==> src/rtl/core/wsdf_pkg.sv <==
// ----------------------------------------------------------------------------
// wsdf_pkg
// Shared types and constants for the WebSocket frame deframer.
// ----------------------------------------------------------------------------
package wsdf_pkg;

    // Configuration register width
    localparam int CFG_W = 24;

    // Header bit fields and length codes
    localparam logic [7:0] HDR_FIN_BIT  = 8'h80;
    localparam logic [7:0] HDR_OP_MASK  = 8'h0f;
    localparam logic [7:0] HDR_LEN_MASK = 8'h7f;
    localparam logic [6:0] LEN_EXT16    = 7'd126;
    localparam logic [6:0] LEN_EXT64    = 7'd127;
    localparam logic [3:0] OP_CONT      = 4'h0;
    localparam logic [3:0] OP_CLOSE     = 4'h8;

    // Extended length byte counts (minus one)
    localparam logic [2:0] EXT16_CNT = 3'd1;
    localparam logic [2:0] EXT64_CNT = 3'd7;

    // Result kinds
    localparam logic [1:0] KIND_PAYLOAD = 2'd0;
    localparam logic [1:0] KIND_EMPTY   = 2'd1;
    localparam logic [1:0] KIND_DROP    = 2'd2;
    localparam logic [1:0] KIND_ERROR   = 2'd3;

    // Parser phase
    typedef enum logic [2:0] {
        PH_HDR0,
        PH_HDR1,
        PH_EXT,
        PH_MASK,
        PH_PAY,
        PH_HALT
    } phase_t;

    // One result item
    typedef struct packed {
        logic [1:0] kind;
        logic [7:0] data;
        logic [3:0] opcode;
        logic       last;
    } result_t;

endpackage

==> src/rtl/core/wsdf_parser.sv <==
// ----------------------------------------------------------------------------
// wsdf_parser
// Frame parser state and single-pass per-byte decode, one byte per cycle while go is high.
// ----------------------------------------------------------------------------
module wsdf_parser #(
    parameter int LENGTH_WIDTH = 24
) (
    input  logic                      clk,
    input  logic                      rst_n,
    input  logic                      go,         // process in_byte this cycle
    input  logic [7:0]                in_byte,
    input  logic [wsdf_pkg::CFG_W-1:0] max_len,
    output logic                      res_valid,
    output wsdf_pkg::result_t         res
);

    localparam int LW = LENGTH_WIDTH;
    localparam logic [31:0] LEN_MASK32 = 32'((33'd1 << LW) - 33'd1);

    // State registers
    wsdf_pkg::phase_t phase_reg, phase_next;
    logic [2:0]       ext_cnt_reg, ext_cnt_next;
    logic             fin_reg, fin_next;
    logic [3:0]       fop_reg, fop_next;
    logic             masked_reg, masked_next;
    logic [LW-1:0]    rem_reg, rem_next;
    logic             big_reg, big_next;      // extended length beyond LW bits
    logic [31:0]      key_reg, key_next;
    logic [1:0]       midx_reg, midx_next;
    logic             act_reg, act_next;
    logic [3:0]       mop_reg, mop_next;
    logic [LW-1:0]    mlen_reg, mlen_next;
    logic             skip_reg, skip_next;

    // Effective limit: register capped at the length range
    logic [31:0]   cfg32;
    logic [31:0]   limit32;
    logic [LW-1:0] limit;

    assign cfg32   = {{(32 - wsdf_pkg::CFG_W){1'b0}}, max_len};
    assign limit32 = (cfg32 > LEN_MASK32) ? LEN_MASK32 : cfg32;
    assign limit   = limit32[LW-1:0];

    // Byte decode
    logic [6:0]    len7;
    logic [LW+7:0] ext_shift;
    logic [LW-1:0] known_val;
    logic          known_big;
    logic [LW:0]   len_sum;
    logic          over;
    logic          ctl;
    logic [LW-1:0] rem_dec;
    logic          pay_end;
    logic [7:0]    key_byte;

    assign len7      = in_byte[6:0] & wsdf_pkg::HDR_LEN_MASK[6:0];
    assign ext_shift = {rem_reg, in_byte};
    assign known_val = (phase_reg == wsdf_pkg::PH_HDR1) ? LW'(len7) : ext_shift[LW-1:0];
    assign known_big = (phase_reg == wsdf_pkg::PH_EXT) &&
                       (big_reg || (ext_shift[LW+7:LW] != 8'd0));
    assign len_sum   = {1'b0, mlen_reg} + {1'b0, known_val};
    assign over      = known_big || (known_val > limit) || (len_sum > {1'b0, limit});
    assign ctl       = fop_reg >= wsdf_pkg::OP_CLOSE;
    assign rem_dec   = rem_reg - LW'(1);
    assign pay_end   = (rem_dec == '0);

    always_comb
    begin
        case (midx_reg)
            2'd0:    key_byte = key_reg[31:24];
            2'd1:    key_byte = key_reg[23:16];
            2'd2:    key_byte = key_reg[15:8];
            default: key_byte = key_reg[7:0];
        endcase
    end

    // Events set by next-state logic, some also used by output logic
    logic          known;       // frame length complete this byte
    logic          sp_fire;     // header done, payload may start
    logic [LW-1:0] sp_len;
    logic          empty_ev;    // empty message end
    logic [3:0]    empty_op;

    // Next-state logic
    always_comb
    begin
        phase_next  = phase_reg;
        ext_cnt_next = ext_cnt_reg;
        fin_next    = fin_reg;
        fop_next    = fop_reg;
        masked_next = masked_reg;
        rem_next    = rem_reg;
        big_next    = big_reg;
        key_next    = key_reg;
        midx_next   = midx_reg;
        act_next    = act_reg;
        mop_next    = mop_reg;
        mlen_next   = mlen_reg;
        skip_next   = skip_reg;
        known       = 1'b0;
        sp_fire     = 1'b0;
        sp_len      = rem_reg;
        empty_ev    = 1'b0;
        empty_op    = fop_reg;

        if (go)
        begin
            unique case (phase_reg)
                wsdf_pkg::PH_HDR0:
                begin
                    fin_next   = (in_byte & wsdf_pkg::HDR_FIN_BIT) != 8'd0;
                    fop_next   = in_byte[3:0] & wsdf_pkg::HDR_OP_MASK[3:0];
                    phase_next = wsdf_pkg::PH_HDR1;
                    if (act_reg && (fop_next != wsdf_pkg::OP_CONT))
                    begin
                        act_next = 1'b0;
                    end
                end
                wsdf_pkg::PH_HDR1:
                begin
                    masked_next = in_byte[7];
                    rem_next    = '0;
                    big_next    = 1'b0;
                    if (len7 == wsdf_pkg::LEN_EXT16)
                    begin
                        ext_cnt_next = wsdf_pkg::EXT16_CNT;
                        phase_next   = wsdf_pkg::PH_EXT;
                    end
                    else if (len7 == wsdf_pkg::LEN_EXT64)
                    begin
                        ext_cnt_next = wsdf_pkg::EXT64_CNT;
                        phase_next   = wsdf_pkg::PH_EXT;
                    end
                    else
                    begin
                        known = 1'b1;
                    end
                end
                wsdf_pkg::PH_EXT:
                begin
                    rem_next = ext_shift[LW-1:0];
                    big_next = known_big;
                    if (ext_cnt_reg == 3'd0)
                    begin
                        known = 1'b1;
                    end
                    else
                    begin
                        ext_cnt_next = ext_cnt_reg - 3'd1;
                    end
                end
                wsdf_pkg::PH_MASK:
                begin
                    key_next = {key_reg[23:0], in_byte};
                    if (midx_reg == 2'd3)
                    begin
                        sp_fire = 1'b1;
                        sp_len  = rem_reg;
                    end
                    else
                    begin
                        midx_next = midx_reg + 2'd1;
                    end
                end
                wsdf_pkg::PH_PAY:
                begin
                    midx_next = midx_reg + 2'd1;
                    rem_next  = rem_dec;
                    if (pay_end)
                    begin
                        phase_next = wsdf_pkg::PH_HDR0;
                    end
                    if (skip_reg)
                    begin
                        if (pay_end)
                        begin
                            skip_next = 1'b0;
                        end
                    end
                    else if (pay_end && fin_reg && !ctl)
                    begin
                        act_next  = 1'b0;
                        mlen_next = '0;
                    end
                end
                default:
                begin
                    phase_next = wsdf_pkg::PH_HALT;
                end
            endcase

            // Frame length known: limit check and message bookkeeping
            if (known)
            begin
                rem_next = known_val;
                if (over)
                begin
                    phase_next = wsdf_pkg::PH_HALT;
                end
                else
                begin
                    skip_next = 1'b0;
                    if (ctl)
                    begin
                        act_next  = 1'b0;
                        mlen_next = '0;
                    end
                    else if (fop_reg != wsdf_pkg::OP_CONT)
                    begin
                        act_next  = 1'b1;
                        mop_next  = fop_reg;
                        mlen_next = known_val;
                    end
                    else if (act_reg)
                    begin
                        mlen_next = len_sum[LW-1:0];
                    end
                    else
                    begin
                        skip_next = 1'b1;
                    end
                    key_next = '0;
                    if (masked_next)
                    begin
                        phase_next = wsdf_pkg::PH_MASK;
                        midx_next  = 2'd0;
                    end
                    else
                    begin
                        sp_fire = 1'b1;
                        sp_len  = known_val;
                    end
                end
            end

            // Start payload or close an empty frame
            if (sp_fire)
            begin
                midx_next = 2'd0;
                if (sp_len != '0)
                begin
                    phase_next = wsdf_pkg::PH_PAY;
                end
                else
                begin
                    phase_next = wsdf_pkg::PH_HDR0;
                    if (skip_next)
                    begin
                        skip_next = 1'b0;
                    end
                    else if (ctl)
                    begin
                        empty_ev = 1'b1;
                        empty_op = fop_reg;
                    end
                    else if (fin_reg)
                    begin
                        empty_ev  = 1'b1;
                        empty_op  = mop_next;
                        act_next  = 1'b0;
                        mlen_next = '0;
                    end
                end
            end
        end
    end

    // Output logic
    always_comb
    begin
        res_valid  = 1'b0;
        res.kind   = wsdf_pkg::KIND_PAYLOAD;
        res.data   = 8'd0;
        res.opcode = fop_reg;
        res.last   = 1'b0;
        if (go)
        begin
            if (phase_reg == wsdf_pkg::PH_HDR0)
            begin
                if (act_reg && ((in_byte[3:0] & wsdf_pkg::HDR_OP_MASK[3:0]) != wsdf_pkg::OP_CONT))
                begin
                    res_valid  = 1'b1;
                    res.kind   = wsdf_pkg::KIND_DROP;
                    res.opcode = mop_reg;
                end
            end
            else if (known && over)
            begin
                res_valid  = 1'b1;
                res.kind   = wsdf_pkg::KIND_ERROR;
                res.opcode = fop_reg;
            end
            else if (empty_ev)
            begin
                res_valid  = 1'b1;
                res.kind   = wsdf_pkg::KIND_EMPTY;
                res.opcode = empty_op;
                res.last   = 1'b1;
            end
            else if ((phase_reg == wsdf_pkg::PH_PAY) && !skip_reg)
            begin
                res_valid  = 1'b1;
                res.kind   = wsdf_pkg::KIND_PAYLOAD;
                res.data   = in_byte ^ key_byte;
                res.opcode = ctl ? fop_reg : mop_reg;
                res.last   = pay_end && (ctl || fin_reg);
            end
        end
    end

    // State update
    always_ff @(posedge clk or negedge rst_n)
    begin
        if (!rst_n)
        begin
            phase_reg   <= wsdf_pkg::PH_HDR0;
            ext_cnt_reg <= 3'd0;
            fin_reg     <= 1'b0;
            fop_reg     <= 4'd0;
            masked_reg  <= 1'b0;
            rem_reg     <= '0;
            big_reg     <= 1'b0;
            key_reg     <= 32'd0;
            midx_reg    <= 2'd0;
            act_reg     <= 1'b0;
            mop_reg     <= 4'd0;
            mlen_reg    <= '0;
            skip_reg    <= 1'b0;
        end
        else
        begin
            phase_reg   <= phase_next;
            ext_cnt_reg <= ext_cnt_next;
            fin_reg     <= fin_next;
            fop_reg     <= fop_next;
            masked_reg  <= masked_next;
            rem_reg     <= rem_next;
            big_reg     <= big_next;
            key_reg     <= key_next;
            midx_reg    <= midx_next;
            act_reg     <= act_next;
            mop_reg     <= mop_next;
            mlen_reg    <= mlen_next;
            skip_reg    <= skip_next;
        end
    end

endmodule

==> src/rtl/core/wsdf_out_buf.sv <==
// ----------------------------------------------------------------------------
// wsdf_out_buf
// Two-entry result buffer; decouples the parser from output backpressure.
// ----------------------------------------------------------------------------
module wsdf_out_buf (
    input  logic              clk,
    input  logic              rst_n,
    input  logic              push,
    input  wsdf_pkg::result_t push_data,
    output logic              full,
    output logic              out_valid,
    input  logic              out_ready,
    output wsdf_pkg::result_t out_data
);

    wsdf_pkg::result_t slot_reg [2];
    logic       wr_ptr_reg, wr_ptr_next;
    logic       rd_ptr_reg, rd_ptr_next;
    logic [1:0] count_reg, count_next;
    logic       pop;

    assign pop       = out_valid && out_ready;
    assign out_valid = count_reg != 2'd0;
    assign full      = count_reg == 2'd2;
    assign out_data  = slot_reg[rd_ptr_reg];

    // Pointer and count update
    always_comb
    begin
        wr_ptr_next = push ? ~wr_ptr_reg : wr_ptr_reg;
        rd_ptr_next = pop ? ~rd_ptr_reg : rd_ptr_reg;
        count_next  = count_reg + {1'b0, push} - {1'b0, pop};
    end

    always_ff @(posedge clk or negedge rst_n)
    begin
        if (!rst_n)
        begin
            wr_ptr_reg <= 1'b0;
            rd_ptr_reg <= 1'b0;
            count_reg  <= 2'd0;
        end
        else
        begin
            wr_ptr_reg <= wr_ptr_next;
            rd_ptr_reg <= rd_ptr_next;
            count_reg  <= count_next;
        end
    end

    // Payload storage
    always_ff @(posedge clk)
    begin
        if (push)
        begin
            slot_reg[wr_ptr_reg] <= push_data;
        end
    end

endmodule

==> src/rtl/core/websocket_frame_deframer.sv <==
// ----------------------------------------------------------------------------
// websocket_frame_deframer
// Byte-stream WebSocket frame parser with unmasking and message reassembly.
// ----------------------------------------------------------------------------
// Takes one received byte per transfer and sustains one byte per clock cycle
// while the output buffer has room. A byte lands in an input register, is
// decoded in a single pass against the frame state once the output buffer
// has room, and its result (if any) is written into a two-entry output
// buffer that presents it on the master side. The output buffer sets the
// only stall: the slave side keeps taking bytes while one result waits and
// stops only while two results wait and a byte is held in the input register.
// Results are payload bytes (tuser 0), empty message ends (1), partial
// message drops (2) and an oversize error (3); after an error the block
// consumes bytes without results until reset. max_message_len may only be
// written while the block is idle.
// ----------------------------------------------------------------------------
module websocket_frame_deframer #(
    parameter int LENGTH_WIDTH = 24
) (
    input  logic                       clk,
    input  logic                       rst_n,
    // Configuration
    input  logic                       cfg_we,
    input  logic [wsdf_pkg::CFG_W-1:0] cfg_wdata,   // max_message_len
    // Received bytes
    input  logic                       s_axis_tvalid,
    output logic                       s_axis_tready,
    input  logic [7:0]                 s_axis_tdata,  // [7:0] rx_byte
    // Results
    output logic                       m_axis_tvalid,
    input  logic                       m_axis_tready,
    output logic [15:0]                m_axis_tdata,  // [7:0] out_byte, [11:8] out_opcode
    output logic [1:0]                 m_axis_tuser,  // [1:0] out_kind
    output logic                       m_axis_tlast   // out_last
);

    // Configuration register
    logic [wsdf_pkg::CFG_W-1:0] max_len_reg;

    always_ff @(posedge clk or negedge rst_n)
    begin
        if (!rst_n)
        begin
            max_len_reg <= wsdf_pkg::CFG_W'(65536);
        end
        else if (cfg_we)
        begin
            max_len_reg <= cfg_wdata;
        end
    end

    // Input register
    logic       in_valid_reg;
    logic [7:0] in_byte_reg;
    logic       buf_full;
    logic       go;

    assign go            = in_valid_reg && !buf_full;
    assign s_axis_tready = !in_valid_reg || !buf_full;

    always_ff @(posedge clk or negedge rst_n)
    begin
        if (!rst_n)
        begin
            in_valid_reg <= 1'b0;
        end
        else if (s_axis_tvalid && s_axis_tready)
        begin
            in_valid_reg <= 1'b1;
        end
        else if (go)
        begin
            in_valid_reg <= 1'b0;
        end
    end

    always_ff @(posedge clk)
    begin
        if (s_axis_tvalid && s_axis_tready)
        begin
            in_byte_reg <= s_axis_tdata;
        end
    end

    // Parser
    logic              res_valid;
    wsdf_pkg::result_t res;

    wsdf_parser #(
        .LENGTH_WIDTH (LENGTH_WIDTH)
    ) u_parser (
        .clk       (clk),
        .rst_n     (rst_n),
        .go        (go),
        .in_byte   (in_byte_reg),
        .max_len   (max_len_reg),
        .res_valid (res_valid),
        .res       (res)
    );

    // Result buffer
    wsdf_pkg::result_t out_res;

    wsdf_out_buf u_out_buf (
        .clk       (clk),
        .rst_n     (rst_n),
        .push      (res_valid),
        .push_data (res),
        .full      (buf_full),
        .out_valid (m_axis_tvalid),
        .out_ready (m_axis_tready),
        .out_data  (out_res)
    );

    assign m_axis_tdata = {4'd0, out_res.opcode, out_res.data};
    assign m_axis_tuser = out_res.kind;
    assign m_axis_tlast = out_res.last;

    // Assertions
    a_stall_needs_item: assert property (@(posedge clk) disable iff (!rst_n)
        !s_axis_tready |-> in_valid_reg)
        else $error("input stalled with no pending byte");

    a_marker_not_last: assert property (@(posedge clk) disable iff (!rst_n)
        m_axis_tvalid && (m_axis_tuser == wsdf_pkg::KIND_ERROR ||
                          m_axis_tuser == wsdf_pkg::KIND_DROP) |-> !m_axis_tlast)
        else $error("drop or error marker flagged as last");

    a_empty_is_last: assert property (@(posedge clk) disable iff (!rst_n)
        m_axis_tvalid && m_axis_tuser == wsdf_pkg::KIND_EMPTY |->
            m_axis_tlast && m_axis_tdata[7:0] == 8'd0)
        else $error("empty end without last flag or with data");

    a_no_push_when_full: assert property (@(posedge clk) disable iff (!rst_n)
        buf_full |-> !res_valid)
        else $error("result produced while buffer full");

endmodule
==> config.mk <==
export PLATFORM = sky130hd
export DESIGN_NAME = websocket_frame_deframer
export DESIGN_NICKNAME = d
export VERILOG_FILES = /design/src/rtl/core/wsdf_pkg.sv /design/src/rtl/core/wsdf_parser.sv /design/src/rtl/core/wsdf_out_buf.sv /design/src/rtl/core/websocket_frame_deframer.sv
export SDC_FILE = /design/constraint.sdc
export NUM_CORES = 1
export LEC_CHECK = 0
export BUFFER_PORTS_ARGS = -buffer_cell sky130_fd_sc_hd__buf_4
export CORE_MARGIN = 5
export CORE_UTILIZATION = 45
export CTS_CLUSTER_SIZE = 14
export DETAILED_ROUTE_END_ITERATION = 6
export PLACE_DENSITY_LB_ADDON = 0.2
export SLEW_MARGIN = 20
export SYNTH_ARGS = -nofsm -noshare
export SYNTH_HDL_FRONTEND = slang
export SYNTH_SLANG_ARGS = --single-unit
==> constraint.sdc <==
create_clock -name clk -period 13.7 [get_ports clk]
set_input_delay 2.74 -clock clk [delete_from_list [all_inputs] [get_ports clk]]
set_output_delay 2.74 -clock clk [all_outputs]
set_load 0.02 [all_outputs]
# Yosys cells after proc, flatten, opt, wreduce, memory -nomap -nowiden
# Memory sizes are Yosys's and may differ from the RTL's.
# Cells that the tools add are included.
# W data, S select, Z words.
[word_totals] regBits=138 mem_bits_rw=30 out_inout_bits=21 elab_cells=205 memories=1
[classes] n_addsub=6 order_cmp=4 eq_ne=12 muxes=124 n_bitwise=3 n_reduce_logical=36
[memory_table] memory="u_out_buf.slot_reg" depth=2 word_bits=15 read_ports=1 rd_clocked_by_memory_dff=0 wr=1 line="wsdf_out_buf.sv:16" source="wsdf_pkg::result_t slot_reg [2];"
[op_table] cell="$mux W24" n=20
[op_table] cell="$mux W32" n=3
[op_table] cell="$pmux W24 S3" n=1
[op_table] cell="$mux W1" n=54
[op_table] cell="$mux W4" n=13
[op_table] cell="$mux W3" n=11
[op_table] cell="$add A24 B24 Y25" n=1
[op_table] cell="$gt A25 B24 Y1" n=1
[op_table] cell="$gt A24 B24 Y1" n=1
[op_table] cell="$gt A24 B24 Y1 const B" n=1
[op_table] cell="$logic_not A24 Y1" n=1
[op_table] cell="$mux W8" n=3
[op_table] cell="$pmux W8 S3" n=1
[op_table] cell="$reduce_bool A24 Y1" n=1
[op_table] cell="$sub A24 B1 Y24 const B" n=1
[op_table] cell="$mux W2" n=9
[op_table] cell="$mux W15" n=1
[op_table] cell="$eq A7 B7 Y1 const B" n=2
[op_table] cell="$mux W13" n=1
[op_table] cell="$pmux W3 S4" n=1
[op_table] cell="$reduce_bool A4 Y1" n=3
[op_table] cell="$logic_and A1 B1 Y1" n=10
[op_table] cell="$reduce_bool A8 Y1" n=1
[op_table] cell="$xor A8 B8 Y8" n=1
[op_table] cell="25 further kinds" n=43

# Logic depth before layout (Yosys ltp)
# Gate-level depths: netlist of run 1.
[depth] depth_word=18 depth_mapped=29 mapped_depth_nobuf=26

# By module
# Synthesis of run 1 repeated with hierarchy kept, for this count alone.
[hier_totals] hier_cells=1341 hier_area_um2=12011.5
[modules_own_cells] mod="wsdf_parser" instances=1 cells_per_inst=1208 area_per_inst_um2=9354.0 seq_area_each_um2=2527.4
[modules_own_cells] mod="wsdf_out_buf" instances=1 cells_per_inst=64 area_per_inst_um2=1335.0 seq_area_each_um2=1001.0
[modules_own_cells] mod="websocket_frame_deframer" instances=1 cells_per_inst=69 area_per_inst_um2=1322.5 seq_area_each_um2=867.1

# Least setup slack after synthesis of run 1
# Ideal clock, no wire load.
[synth_timing] path_type="register -> register" startpoint="reg u_parser.phase_reg[0]" endpoint="reg u_out_buf.count_reg[1]" setup_ns=0.080 arrival_ns=5.529 slack_ns=8.091 path_stages_with_launch=30 n_path_buf=5 period_less_slack_ns=5.609 cell_sequence="dfrtp_1 -> buf_4 -> nor3b_2 -> buf_4 -> buf_2 -> buf_1 -> nor2_1 -> ha_1 -> clkbuf_1 -> nand3_1 -> o21ai_0 -> nor3_1 -> nor2_1 -> a31oi_1 -> xnor2_1 -> ha_1 -> o21ai_0 -> nor2_1 -> o21ai_0 -> nand2b_1 -> a211oi_1 -> a211oi_1 -> o31a_1 -> o21bai_1 -> o21ai_1 -> ha_1 -> inv_1 -> ha_1 -> xnor2_1 -> xnor2_1"
[synth_via] elab_chain_len=18 word_cells_on_any_way=44 classes_between="add/sub (3); order compare (2); eq/ne (4); mux (28); reduce/logical (7)"
[synth_lines] item="start: declaration" line="wsdf_parser.sv:21" source="wsdf_pkg::phase_t phase_reg, phase_next;"
[synth_lines] item="start signal: assignment" line="wsdf_parser.sv:316" source="phase_reg <= wsdf_pkg::PH_HDR0;"
[synth_lines] item="start signal: assignment" line="wsdf_parser.sv:332" source="phase_reg <= phase_next;"
[synth_lines] item="$eq A3 B1 Y1" line="wsdf_parser.sv:58, wsdf_parser.sv:108"
[synth_lines] item="$mux W24" line="wsdf_parser.sv:58" source="assign known_val = (phase_reg == wsdf_pkg::PH_HDR1) ? LW'(len7) : ext_shift[LW-1:0];"
[synth_lines] item="$add A24 B24 Y25 / $gt A24 B24 Y1 (equally long branches)" line="wsdf_parser.sv:61, wsdf_parser.sv:62"
[synth_lines] item="$gt A25 B24 Y1 / $logic_or A1 B1 Y1 (equally long branches)" line="wsdf_parser.sv:62" source="assign over = known_big || (known_val > limit) || (len_sum > {1'b0, limit});"
[synth_lines] item="$logic_or A1 B1 Y1" line="wsdf_parser.sv:62"
[synth_lines] item="$mux W24 / $mux W1 (equally long branches)" line="wsdf_parser.sv:196" source="if (over)"
[synth_lines] item="$mux W24 / $mux W1 (equally long branches)" line="wsdf_parser.sv:193" source="if (known)"
[synth_lines] item="$mux W24 / $mux W1 (equally long branches)" line="wsdf_parser.sv:106" source="if (go)"
[synth_lines] item="[3 not listed]"
[synth_lines] item="$mux W1" line="wsdf_parser.sv:106"
[synth_lines] item="$mux W1" line="wsdf_parser.sv:293" source="else if (empty_ev)"
[synth_lines] item="$mux W1" line="wsdf_parser.sv:287" source="else if (known && over)"
[synth_lines] item="$mux W1 (*)" line="wsdf_parser.sv:278" source="if (phase_reg == wsdf_pkg::PH_HDR0)"
[synth_lines] item="$mux W1 (*)" line="wsdf_parser.sv:276" source="if (go)"
[synth_lines] item="$add A2 B1 Y2 (*)" line="wsdf_out_buf.sv:32" source="count_next = count_reg + {1'b0, push} - {1'b0, pop};"
[synth_lines] item="$sub A2 B1 Y2 (*)" line="wsdf_out_buf.sv:32"
[synth_lines] item="named net u_out_buf.count_next[1]" line="wsdf_out_buf.sv:19" source="logic [1:0] count_reg, count_next;"
[synth_lines] item="end signal: assignment" line="wsdf_out_buf.sv:47" source="count_reg <= count_next;"
[synth_lines] item="end: declaration" line="wsdf_out_buf.sv:19"
# The timed path passes the listed nets; every way through them passes the cells marked *. The select of a mux whose other input is x is not followed.
# A chain may end at the register's enable or synchronous reset.

# Worst setup path in the final report of run 1
[layout_timing] startpoint="reg in_byte_reg[0]" endpoint="mem u_out_buf.slot_reg[1][14] in the netlist's numbering (enable)"
[layout_via] elab_chain_len=17 word_cells_on_any_way=38 classes_between="add/sub (1); order compare (2); eq/ne (2); mux (27); reduce/logical (6)"
[layout_lines] item="start: declaration" line="websocket_frame_deframer.sv:54" source="logic [7:0] in_byte_reg;"
[layout_lines] item="start signal: assignment" line="websocket_frame_deframer.sv:81" source="in_byte_reg <= s_axis_tdata;"
[layout_lines] item="$mux W24 / $eq A7 B7 Y1 (equally long branches)" line="wsdf_parser.sv:58, wsdf_parser.sv:129"
[layout_lines] item="$add A24 B24 Y25, or another cell as far along" line="wsdf_parser.sv:61" source="assign len_sum = {1'b0, mlen_reg} + {1'b0, known_val};"
[layout_lines] item="$gt A25 B24 Y1, or another cell as far along" line="wsdf_parser.sv:62"
[layout_lines] item="$logic_or A1 B1 Y1 / $pmux W1 S2 (equally long branches)" line="wsdf_parser.sv:62, wsdf_parser.sv:108"
[layout_lines] item="$mux W24, or another cell as far along" line="wsdf_parser.sv:196"
[layout_lines] item="$mux W24 / $mux W1 (equally long branches)" line="wsdf_parser.sv:193"
[layout_lines] item="$mux W24 / $mux W1 (equally long branches)" line="wsdf_parser.sv:106"
[layout_lines] item="$reduce_bool A24 Y1 / $mux W1 (equally long branches)" line="wsdf_parser.sv:240, wsdf_parser.sv:247"
[layout_lines] item="$mux W1" line="wsdf_parser.sv:240" source="if (sp_len != '0)"
[layout_lines] item="$mux W1" line="wsdf_parser.sv:237" source="if (sp_fire)"
[layout_lines] item="$mux W1" line="wsdf_parser.sv:106"
[layout_lines] item="$mux W1" line="wsdf_parser.sv:293"
[layout_lines] item="$mux W1" line="wsdf_parser.sv:287"
[layout_lines] item="$mux W1 (*)" line="wsdf_parser.sv:278"
[layout_lines] item="$mux W1 (*)" line="wsdf_parser.sv:276"
[layout_lines] item="$mux W1 (*)" line="wsdf_out_buf.sv:54" source="if (push)"
[layout_lines] item="$mux W1 (not written as such) (*)" line="wsdf_out_buf.sv:56" source="slot_reg[wr_ptr_reg] <= push_data;"
[layout_lines] item="end: declaration" line="wsdf_out_buf.sv:16"
# Mark *: on every way between the ends. The rest lies on a longest branch, timed or not. The select of a mux whose other input is x is not followed.

==> flow_summary.json, run 1 <==
{
  "slew-limit-headroom_pct": 29.6,
  "r2r_start": "in_byte_reg[0]",
  "placed_cell_area_um2": 12400,
  "grt_pass1_wl_mm": 56.8,
  "report.final.slew_viol_count": 0,
  "pwr-share-seq_pct": 28.6,
  "power.leakage_nw": 5.41,
  "synth-edff-count": 38,
  "internal_power_mw": 1.61,
  "cts_setup_buffers": 0,
  "firstDrtPassIters": 6,
  "p_comb_share_pct": 55.1,
  "worst_clock_skew_ps": 12.9,
  "clockPowerShare_pct": 16.3,
  "reg2regPathDepth": 22,
  "grt_overflow_total": 0,
  "synth_top_cell_area_share_pct": 27.3,
  "worstPathRequired_ps": 13840,
  "die_w_um": 172,
  "setup_total_negative_slack_ps": 0,
  "whs_ps": 489,
  "dp.cells": 1649,
  "ant_nets": 0,
  "synth_area_per_cell_um2": 8.86,
  "post-route-period-util_pct": 48.3,
  "reg2reg_slack_ps": 7090,
  "cts_resized": 0,
  "hold_start": "u_parser.ext_cnt_reg[1]",
  "hold_buffers": 0,
  "synth.cell_area_um2": 11800,
  "yosysMostFrequentCell": "dfrtp_1",
  "grt_usage_pct": 24.5,
  "worst_hold_path_type": "flop to flop",
  "vias": 10700,
  "path_clk_slew_ps": 80,
  "portBuffers": 53,
  "fin_util_pct": 50.1,
  "crit_type": "flop to flop",
  "finalSetupViolCount": 0,
  "cts_root_buffer": "clkbuf_16",
  "swShare_pct": 49.4,
  "p_switching_mw": 1.57,
  "dieArea_um2": 29600,
  "min_to": "u_parser.ext_cnt_reg[1]",
  "ys_ff_latch": 168,
  "timing.rr.end": "u_out_buf.slot_reg[1][14]",
  "initial_core_util_pct": 45.5,
  "cts.path.max_buffers": 2,
  "cts_made_buffers": 17,
  "clock_latency_ps": 440,
  "synth_warnings": 0,
  "avgViaCountPerCell": 6.35,
  "drive_above_1_share_pct": 11.4,
  "fmax_ghz": 0.151,
  "grt_max_degree": 75,
  "cts_sinks": 168,
  "drc": 0,
  "arrival_ps": 6750,
  "whs_path_depth": 1,
  "htree_num_levels": 4,
  "seq_area_frac_synth_pct": 37.2,
  "cp-end-kind": "flop",
  "final_cells": 1682,
  "num-nets-final": 1447,
  "wire_per_inst_um": 21.6,
  "syn_inst": 1333,
  "ir_worst_vdd_mv": 0.124,
  "async_reset_ff_share_pct": 77.4,
  "ys.flop_type": "dfrtp_1",
  "hpwl_mm": 25.8,
  "antenna_found_initial": 0,
  "critPathLaunchType": "flop",
  "drt_wl_total_mm": 36.3,
  "detail_route.iter0.violations": 1101,
  "synth_cell_type_count": 94,
  "status": "finished, final reports clean",
  "period_minus_slack_ps": 6610,
  "ios": 58,
  "synthToLayoutAreaGrowth_pct": 10.3,
  "synth_commonest_cells": "dfrtp_1, o21ai_0, nand2_1, nor2_1, a21oi_1",
  "worstPathMaxFanout": 11,
  "rsz0062_at_grt": "no",
  "power_density_nw_per_um2": 244,
  "hold_violations": 0,
  "largest_reg_flops": 32,
  "gp_congestion": 0.922,
  "worst_pin_slew_ps": 1060,
  "num_rows": 59,
  "grt_pass1_vias": 10100,
  "fp.dieH_um": 172,
  "core_um2": 26000,
  "design_area_um2": 13000,
  "diodes": 0,
  "cts_tree": "done",
  "cap_viol_max_count": 0,
  "yosysTopAreaCell": "dfrtp_1",
  "synth_area_leaders": "dfrtp_1, edfxtp_1, ha_1"
}
-- critical path, cell delays in order, from the launching register on --
cell and delay, ps:
edfxtp_1 520, ha_1 300, inv_1 80, fa_1 210, nor2b_1 70, o31a_1 310, o41ai_4 400, a221oi_4 190
a2111oi_0 410, nand3_1 140, xnor2_1 270, inv_1 90, ha_1 330, nand4_1 110, nor2_1 150, a21boi_0 190
o21ai_0 140, a211oi_1 770, o31a_1 390, o21bai_1 280, o21ai_1 230, nor2_1 420, buf_4 290
-- area by class of cell --
cell class / instances / area, um^2
clock buffer: 17 / 425
clock inverter: 15 / 193
fill: 2457 / 13000
inverter: 72 / 270
multi-input combinational: 1006 / 6770
sequential: 168 / 4400
tap: 335 / 419
timing repair buffer: 69 / 549
-- cell usage in the layout, fill, tap and decap left out, drive strengths merged, types with 9 or more instances in the layout --
cell / Yosys / routed
o21a: 14 / 14
nand2: 116 / 116
o22ai: 9 / 9
and3: 12 / 12
or3: 9 / 9
a22o: 41 / 41
nor3: 36 / 36
buf: 31 / 69
nand4: 15 / 15
xor2: 13 / 13
nor2: 109 / 109
nand3: 30 / 30
edfxtp: 38 / 38
mux2: 17 / 17
nor2b: 10 / 10
clkbuf: 59 / 17
dfrtp: 129 / 129
a31oi: 14 / 14
inv: 72 / 82
a21oi: 77 / 77
nand2b: 13 / 13
xnor2: 31 / 31
a22oi: 11 / 11
nor4: 18 / 18
ha: 75 / 75
o211ai: 13 / 13
o2bb2ai: 14 / 14
o31ai: 9 / 9
and2: 16 / 16
o21ai: 143 / 143
a211oi: 21 / 21
-- power groups by stage --
stage,combinational (mW),sequential [mW],clock (mW)
2_1_floorplan,1.35,0.762,0
3_3_place_gp,1.70,0.902,0
3_5_place_dp,1.72,0.904,0
4_1_cts,1.73,0.897,0.524
5_1_grt,1.94,0.924,0.544
6_report,1.75,0.909,0.517
-- layer usage --
metal / GRT usage [%] / routed length, um / vias to the layer above
li1: - / - / 4950
met1: 35.8 / 16700 / 5187
met3: 3.75 / 2580 / 74
met2: 36.9 / 15800 / 468
met4: 8.99 / 1100 / 0
met5: 0 / 0 / -
-- logic make-up after synthesis --
group	count (synthesis)	synth area share [%]
adder cells (fa/ha/maj)	78	8.28
AO/OA/AOI/OAI	448	25.9
buffers and inverters	162	5.70
other	1	0.0317
multiplexers	20	1.87
XOR/XNOR	44	3.26
flip-flops	168	37.2
AND/OR/NAND/NOR	412	17.8
-- worst max-delay path by stage --
| stage | start | slack, ps | endpoint | cells after the start |
|---|---|---|---|---|
| finish | in_byte_reg[0] | 7090 | u_out_buf.slot_reg[1][14] | 22 |
| global route | in_byte_reg[0] | 6610 | u_out_buf.slot_reg[1][14] | 22 |
| CTS | in_byte_reg[0] | 7150 | u_out_buf.slot_reg[0][7] | 22 |
| detailed placement | in_byte_reg[0] | 7200 | u_out_buf.slot_reg[0][12] | 22 |
| global placement | in_byte_reg[0] | 7270 | u_out_buf.slot_reg[0][12] | 22 |
| floorplan | u_parser.phase_reg[0] | 8090 | u_out_buf.count_reg[1] | 29 |
-- stage by stage --
step / power (mW) / worst slack [ps]
5_1_grt: 3.41 / 6610
3_3_place_gp: 2.60 / 7270
2_1_floorplan: 2.11 / 8090
6_report: 3.18 / 7090
3_5_place_dp: 2.63 / 7200
4_1_cts: 3.16 / 7150
No activity file was read; power rests on OpenSTA's default activity.
==> run 2, diff against run 1 <==
- ABC_AREA: not set -> 1
- clock period: 13.7 -> 5.8 ns (I/O delays scaled with it)
==> run 2 against run 1 <==
  * Cell area up 4.9%
  * Critical path type unchanged
  * Sequential share of layout area down 1.6 points
  * Sequential cell count unchanged
  * Clock skew up 2.0 ps
==> flow_summary.json, run 2 <==
{
  "worst_clock_skew_ps": 14.9,
  "worst_pin_slew_ps": 955,
  "cts_root_buffer": "clkbuf_16",
  "crit_path_start": "in_byte_reg[3]",
  "fillers": 2678,
  "reg2reg_slack_ps": 460,
  "synth_warnings": 0,
  "synth_area_leaders": "dfrtp_1, nand2_1, edfxtp_1",
  "finalSetupViolCount": 0,
  "worstPathRequired_ps": 6130,
  "cp-end-kind": "flop",
  "grt_overflow_total": 0,
  "r2r_start": "in_byte_reg[3]",
  "critPathLaunchType": "flop",
  "ir_worst_vdd_mv": 0.250,
  "timing.rr.end": "u_out_buf.count_reg[1]",
  "cts_made_buffers": 17,
  "crit_type": "flop to flop",
  "p_switching_mw": 4.11,
  "whs_ps": 486,
  "power_density_nw_per_um2": 576,
  "synthToLayoutAreaGrowth_pct": 11.1,
  "async_reset_ff_share_pct": 77.4,
  "grt_usage_pct": 23.8,
  "syn_inst": 1657,
  "synth_cell_type_count": 56,
  "final_cell_mix": "nand2_1, inv_1, o21ai_0",
  "num_rows": 60,
  "hold_violations": 0,
  "report.final.slew_viol_count": 0,
  "die_w_um": 175,
  "endpoint": "u_out_buf.count_reg[1]",
  "grt_pass1_wl_mm": 58.5,
  "setup_total_negative_slack_ps": 0,
  "ios": 58,
  "clock_latency_ps": 440,
  "largest_reg_flops": 32,
  "ys.flop_type": "dfrtp_1",
  "p_comb_share_pct": 60.7,
  "slowest_stage": "edfxtp_1",
  "worstPathBufferInverterCount": 3,
  "cts_sinks": 168,
  "core_um2": 27000,
  "synth.cell_area_um2": 12300,
  "status": "finished, final reports clean",
  "hold_start": "u_parser.masked_reg",
  "synth_top_cell_area_share_pct": 26.3,
  "arrival_ps": 5670,
  "initial_core_util_pct": 45.6,
  "avgViaCountPerCell": 5.53,
  "cts_tree": "done",
  "yosysMostFrequentCell": "nand2_1",
  "hpwl_mm": 27.2,
  "pwr-share-seq_pct": 24.5,
  "slew-limit-headroom_pct": 36.1,
  "firstDrtPassIters": 5,
  "synth_commonest_cells": "nand2_1, inv_1, o21ai_0, dfrtp_1, nor2_1",
  "reg2regPathDepth": 38,
  "path_clk_slew_ps": 80,
  "synth-edff-count": 38,
  "antenna_found_initial": 0,
  "grt_max_degree": 94,
  "worst_hold_path_type": "flop to flop",
  "grt_pass1_vias": 10600,
  "synth_area_per_cell_um2": 7.42,
  "dieArea_um2": 30700,
  "cts.path.max_buffers": 2,
  "yosysTopAreaCell": "dfrtp_1",
  "drc": 0,
  "swShare_pct": 52.3,
  "fmax_ghz": 0.187,
  "crit_top_cell": "nand2_1",
  "internal_power_mw": 3.75,
  "drt_wl_total_mm": 36.8,
  "cp_num_cells": 38,
  "num-nets-final": 1810,
  "period_minus_slack_ps": 5340,
  "critPathTopFamily": "simple AND/OR/NAND/NOR gates",
  "fp.dieH_um": 175,
  "hold_buffers": 0,
  "drive_above_1_share_pct": 11.5,
  "ys_ff_latch": 168,
  "ant_nets": 0,
  "wire_per_inst_um": 18.0,
  "seq_area_frac_synth_pct": 35.7,
  "htree_num_levels": 4,
  "clockPowerShare_pct": 14.8,
  "post-route-period-util_pct": 92.0,
  "final_common_cell": "nand2_1",
  "vias": 11400,
  "cap_viol_max_count": 0,
  "portBuffers": 53,
  "worstPathMaxFanout": 9,
  "max_stage_delay_ps": 550,
  "gp_congestion": 1.01,
  "detail_route.iter0.violations": 1046,
  "power.leakage_nw": 6.59
}
## run 2: cell count changes after synthesis, moves of 30 or more
| cell | before | now |
|---|---|---|
| nand2_1 | 116 | 397 |
| o22ai_1 | 9 | 57 |
| o21ai_0 | 122 | 152 |
| inv_1 | 72 | 209 |
| a22o_1 | 41 | 4 |
| nand3_1 | 28 | 68 |
## run 2: logic make-up after synthesis
kind of cell | Yosys count | synth area share [%]
and+or+nand+nor | 686 | 24.3
muxes | 2 | 0.183
buffers and inverters | 283 | 9.28
other | 1 | 0.0305
DFF | 168 | 35.7
AOI/OAI and AO/OA | 393 | 19.2
xor gates and xnor gates | 48 | 3.42
adders and majority gates | 76 | 7.79
## run 2: how the worst min path moves through the flow
| stage | end | slack (ps) | cells past startpoint |
|---|---|---|---|
| final | u_parser.masked_reg | 490 | 2 |
| after floorplan | u_parser.masked_reg | 450 | 2 |
| after CTS | u_parser.masked_reg | 490 | 2 |
| after global placement | u_parser.masked_reg | 470 | 2 |
| after global routing | u_parser.big_reg | 540 | 2 |
| after detailed placement | u_parser.masked_reg | 470 | 2 |
## run 2: timing repair
| item | CTS | global route |
|---|---|---|
| setup endpoints to repair | 0 | 64 |
| resized for setup | 0 | 6 |
| setup buffers | 0 | 3 |
| endpoints found under the hold margin | 0 | 0 |
## run 2: area by class of cell
cell class	count	area, um^2	area share [%]
Antenna cell	1	2.50	0.0183
Clock buffer	18	429	3.14
Clock inverter	14	159	1.16
Inverter	222	838	6.14
Multi-Input combinational cell	1209	6800	49.8
Sequential cell	168	4400	32.2
Tap cell	341	427	3.12
Timing Repair Buffer	79	609	4.46
## run 2: tightest hold or removal path, cell delays in order (launching register included)
cell and delay (ps):
dfrtp_1 340, nand2_1 50, o21ai_0 60
## run 2: power groups by stage
stage	Sequential (mW)	Combinational, mW	Clock (mW)
2_1_floorplan	1.82	3.53	0
5_1_grt	1.97	5.31	1.23
6_report	1.93	4.77	1.16
4_1_cts	1.92	4.71	1.18
3_5_place_dp	1.95	4.68	0
3_3_place_gp	1.94	4.63	0
## run 2: per-stage QoR
stage / utilization, % / power, mW / instances / setup WS, ps / area (um^2)
floorplan: - / 5.34 / 1660 / 796 / 12300
global placement: 48.3 / 6.57 / 2016 / 222 / 13000
detailed placement: 48.3 / 6.63 / 2016 / 125 / 13000
CTS: 50.5 / 7.82 / 2048 / 87.8 / 13600
global route: 50.7 / 8.51 / 2051 / -1.52 / 13700
finish: 50.7 / 7.86 / 2052 / 461 / 13700
## run 2: routing by layer
metal  share of wire (%)  GRT usage (%)  routed length (um)  vias up
met5                   0              0                   0        -
met4                 2.0           6.78                 748        0
met3                 5.3           3.01                1940       53
met2                  47           38.3               17200      340
met1                  46           33.8               16900     5332
li1                    -              -                   -     5627
==> run 3, diff against run 2 <==
- CELL_PAD_IN_SITES_DETAIL_PLACEMENT: not set -> 1
- CELL_PAD_IN_SITES_GLOBAL_PLACEMENT: not set -> 2
- CORE_UTILIZATION: 45 -> 33
==> run 3 against run 2 <==
  * Cell area up 2.4%
  * Core utilization down 13 points
  * Die area up 34%
  * Clock power up 10%
  * Critical endpoint unchanged
  * Largest power group unchanged
==> flow_summary.json, run 3 (synthesis results as in run 2) <==
{
  "clock_latency_ps": 460,
  "crit_type": "flop to flop",
  "power.leakage_nw": 6.67,
  "worstPathMaxFanout": 17,
  "wire_per_inst_um": 20.1,
  "whs_path_depth": 2,
  "drive_above_1_share_pct": 12.3,
  "min_to": "u_parser.big_reg",
  "slowest_stage": "dfrtp_1",
  "synthToLayoutAreaGrowth_pct": 13.7,
  "vias": 11500,
  "drc": 0,
  "cts.path.max_buffers": 2,
  "cts_sinks": 168,
  "num-nets-final": 1817,
  "hold_violations": 0,
  "cts_made_buffers": 17,
  "grt_max_degree": 82,
  "dp.cells": 2151,
  "portBuffers": 53,
  "crit_top_cell": "nand2_1",
  "path_clk_slew_ps": 80,
  "worst_clock_skew_ps": 13.3,
  "finalSetupViolCount": 0,
  "status": "finished, final reports clean",
  "ir_worst_vdd_mv": 0.281,
  "final_common_cell": "nand2_1",
  "post-route-period-util_pct": 92.6,
  "slew-limit-headroom_pct": 37.5,
  "report.final.slew_viol_count": 0,
  "cp-end-kind": "flop",
  "cap_viol_max_count": 0,
  "hpwl_mm": 32.4,
  "largest_reg_flops": 32,
  "cts_tree": "done",
  "max_stage_delay_ps": 410,
  "ant_nets": 0,
  "die_w_um": 203,
  "reg2regPathDepth": 34,
  "hold_start": "u_parser.big_reg",
  "r2r_start": "u_parser.phase_reg[2]",
  "final_cells": 2185,
  "ios": 58,
  "diodes": 0,
  "worst_pin_slew_ps": 929,
  "firstDrtPassIters": 5,
  "critPathLaunchType": "flop",
  "antenna_found_initial": 0,
  "top_layer": "met4",
  "detail_route.iter0.violations": 658,
  "avgViaCountPerCell": 5.26,
  "hold_buffers": 0,
  "reg2reg_slack_ps": 430,
  "grt_overflow_total": 0,
  "fillers": 4550,
  "gp_congestion": 0.969,
  "worstPathRequired_ps": 6150,
  "power_density_nw_per_um2": 589,
  "dieArea_um2": 41200,
  "timing.rr.end": "u_out_buf.count_reg[1]",
  "num_rows": 70,
  "final_cell_mix": "nand2_1, inv_1, o21ai_0",
  "wl_met3_mm": 1.42,
  "core_um2": 36700,
  "fp.dieH_um": 203,
  "period_minus_slack_ps": 5370,
  "cts_root_buffer": "clkbuf_16",
  "fmax_ghz": 0.186,
  "grt_pass1_vias": 11900,
  "htree_num_levels": 4,
  "wl_met2_mm": 21.2,
  "worst_hold_path_type": "flop to flop",
  "initial_core_util_pct": 33.5,
  "grt_usage_pct": 21.3,
  "arrival_ps": 5720,
  "grt_pass1_wl_mm": 68.6,
  "drt_wl_total_mm": 43.9,
  "setup_total_negative_slack_ps": 0,
  "power_mw": 8.24,
  "wl_met1_mm": 20.4
}
-- run 3: how the worst max path moves through the flow --
stage	from	endpoint	cells after the start
final	u_parser.phase_reg[2]	u_out_buf.count_reg[1]	34
after global routing	in_byte_reg[0]	u_out_buf.count_reg[1]	39
after CTS	in_byte_reg[2]	u_out_buf.count_reg[1]	34
after detailed placement	in_byte_reg[2]	u_out_buf.count_reg[1]	34
after global placement	in_byte_reg[2]	u_out_buf.count_reg[1]	34
after floorplan	u_parser.phase_reg[2]	u_out_buf.slot_reg[0][0]	32
-- run 3: routing by layer --
metal,vias to the layer above,GRT usage [%]
met2,166,36.4
met1,5647,28.2
met3,45,3.55
li1,5625,-
met4,0,5.52
met5,-,0
-- run 3: timing repair --
item,in CTS,in global routing
setup endpoints to repair,17,67
resized for setup,1,12
pin swaps,0,1
buffers inserted,0,2
-- run 3: report_power, final --
part / switching, mW / internal, mW / total (mW)
clock network: 0.582 / 0.698 / 1.28
logic: 3.37 / 1.65 / 5.02
registers: 0.348 / 1.60 / 1.94
-- run 3: layout make-up --
type | instances | area (um^2) | area share (%)
Multi-Input combinational cell | 1209 | 6830 | 48.8
Inverter | 222 | 838 | 5.99
Clock inverter | 15 | 209 | 1.49
Clock buffer | 17 | 425 | 3.04
Timing Repair Buffer | 86 | 703 | 5.03
Tap cell | 468 | 586 | 4.19
Sequential cell | 168 | 4400 | 31.4
-- run 3: per-stage QoR --
stage / instance area (um^2) / hold WS (ps) / utilization [%] / setup slack [ps]
after floorplan: 12300 / 448 / - / 796
after global placement: 13300 / 467 / 36.2 / 1.73
after detailed placement: 13300 / 473 / 36.2 / -54.0
after CTS: 13900 / 496 / 37.9 / 54.3
after global routing: 14000 / 520 / 38.1 / -3.31
final: 14000 / 493 / 38.1 / 431
-- run 3: worst max-delay path: cells and delay by family (launching register included) --
family | cells | cell delay (ps)
AND/OR/NAND/NOR | 19 | 2230
AO/OA/AOI/OAI | 5 | 860
adder cells (fa/ha/maj) | 3 | 760
buffers and inverters | 5 | 610
flip-flops | 1 | 410
XOR/XNOR | 2 | 390
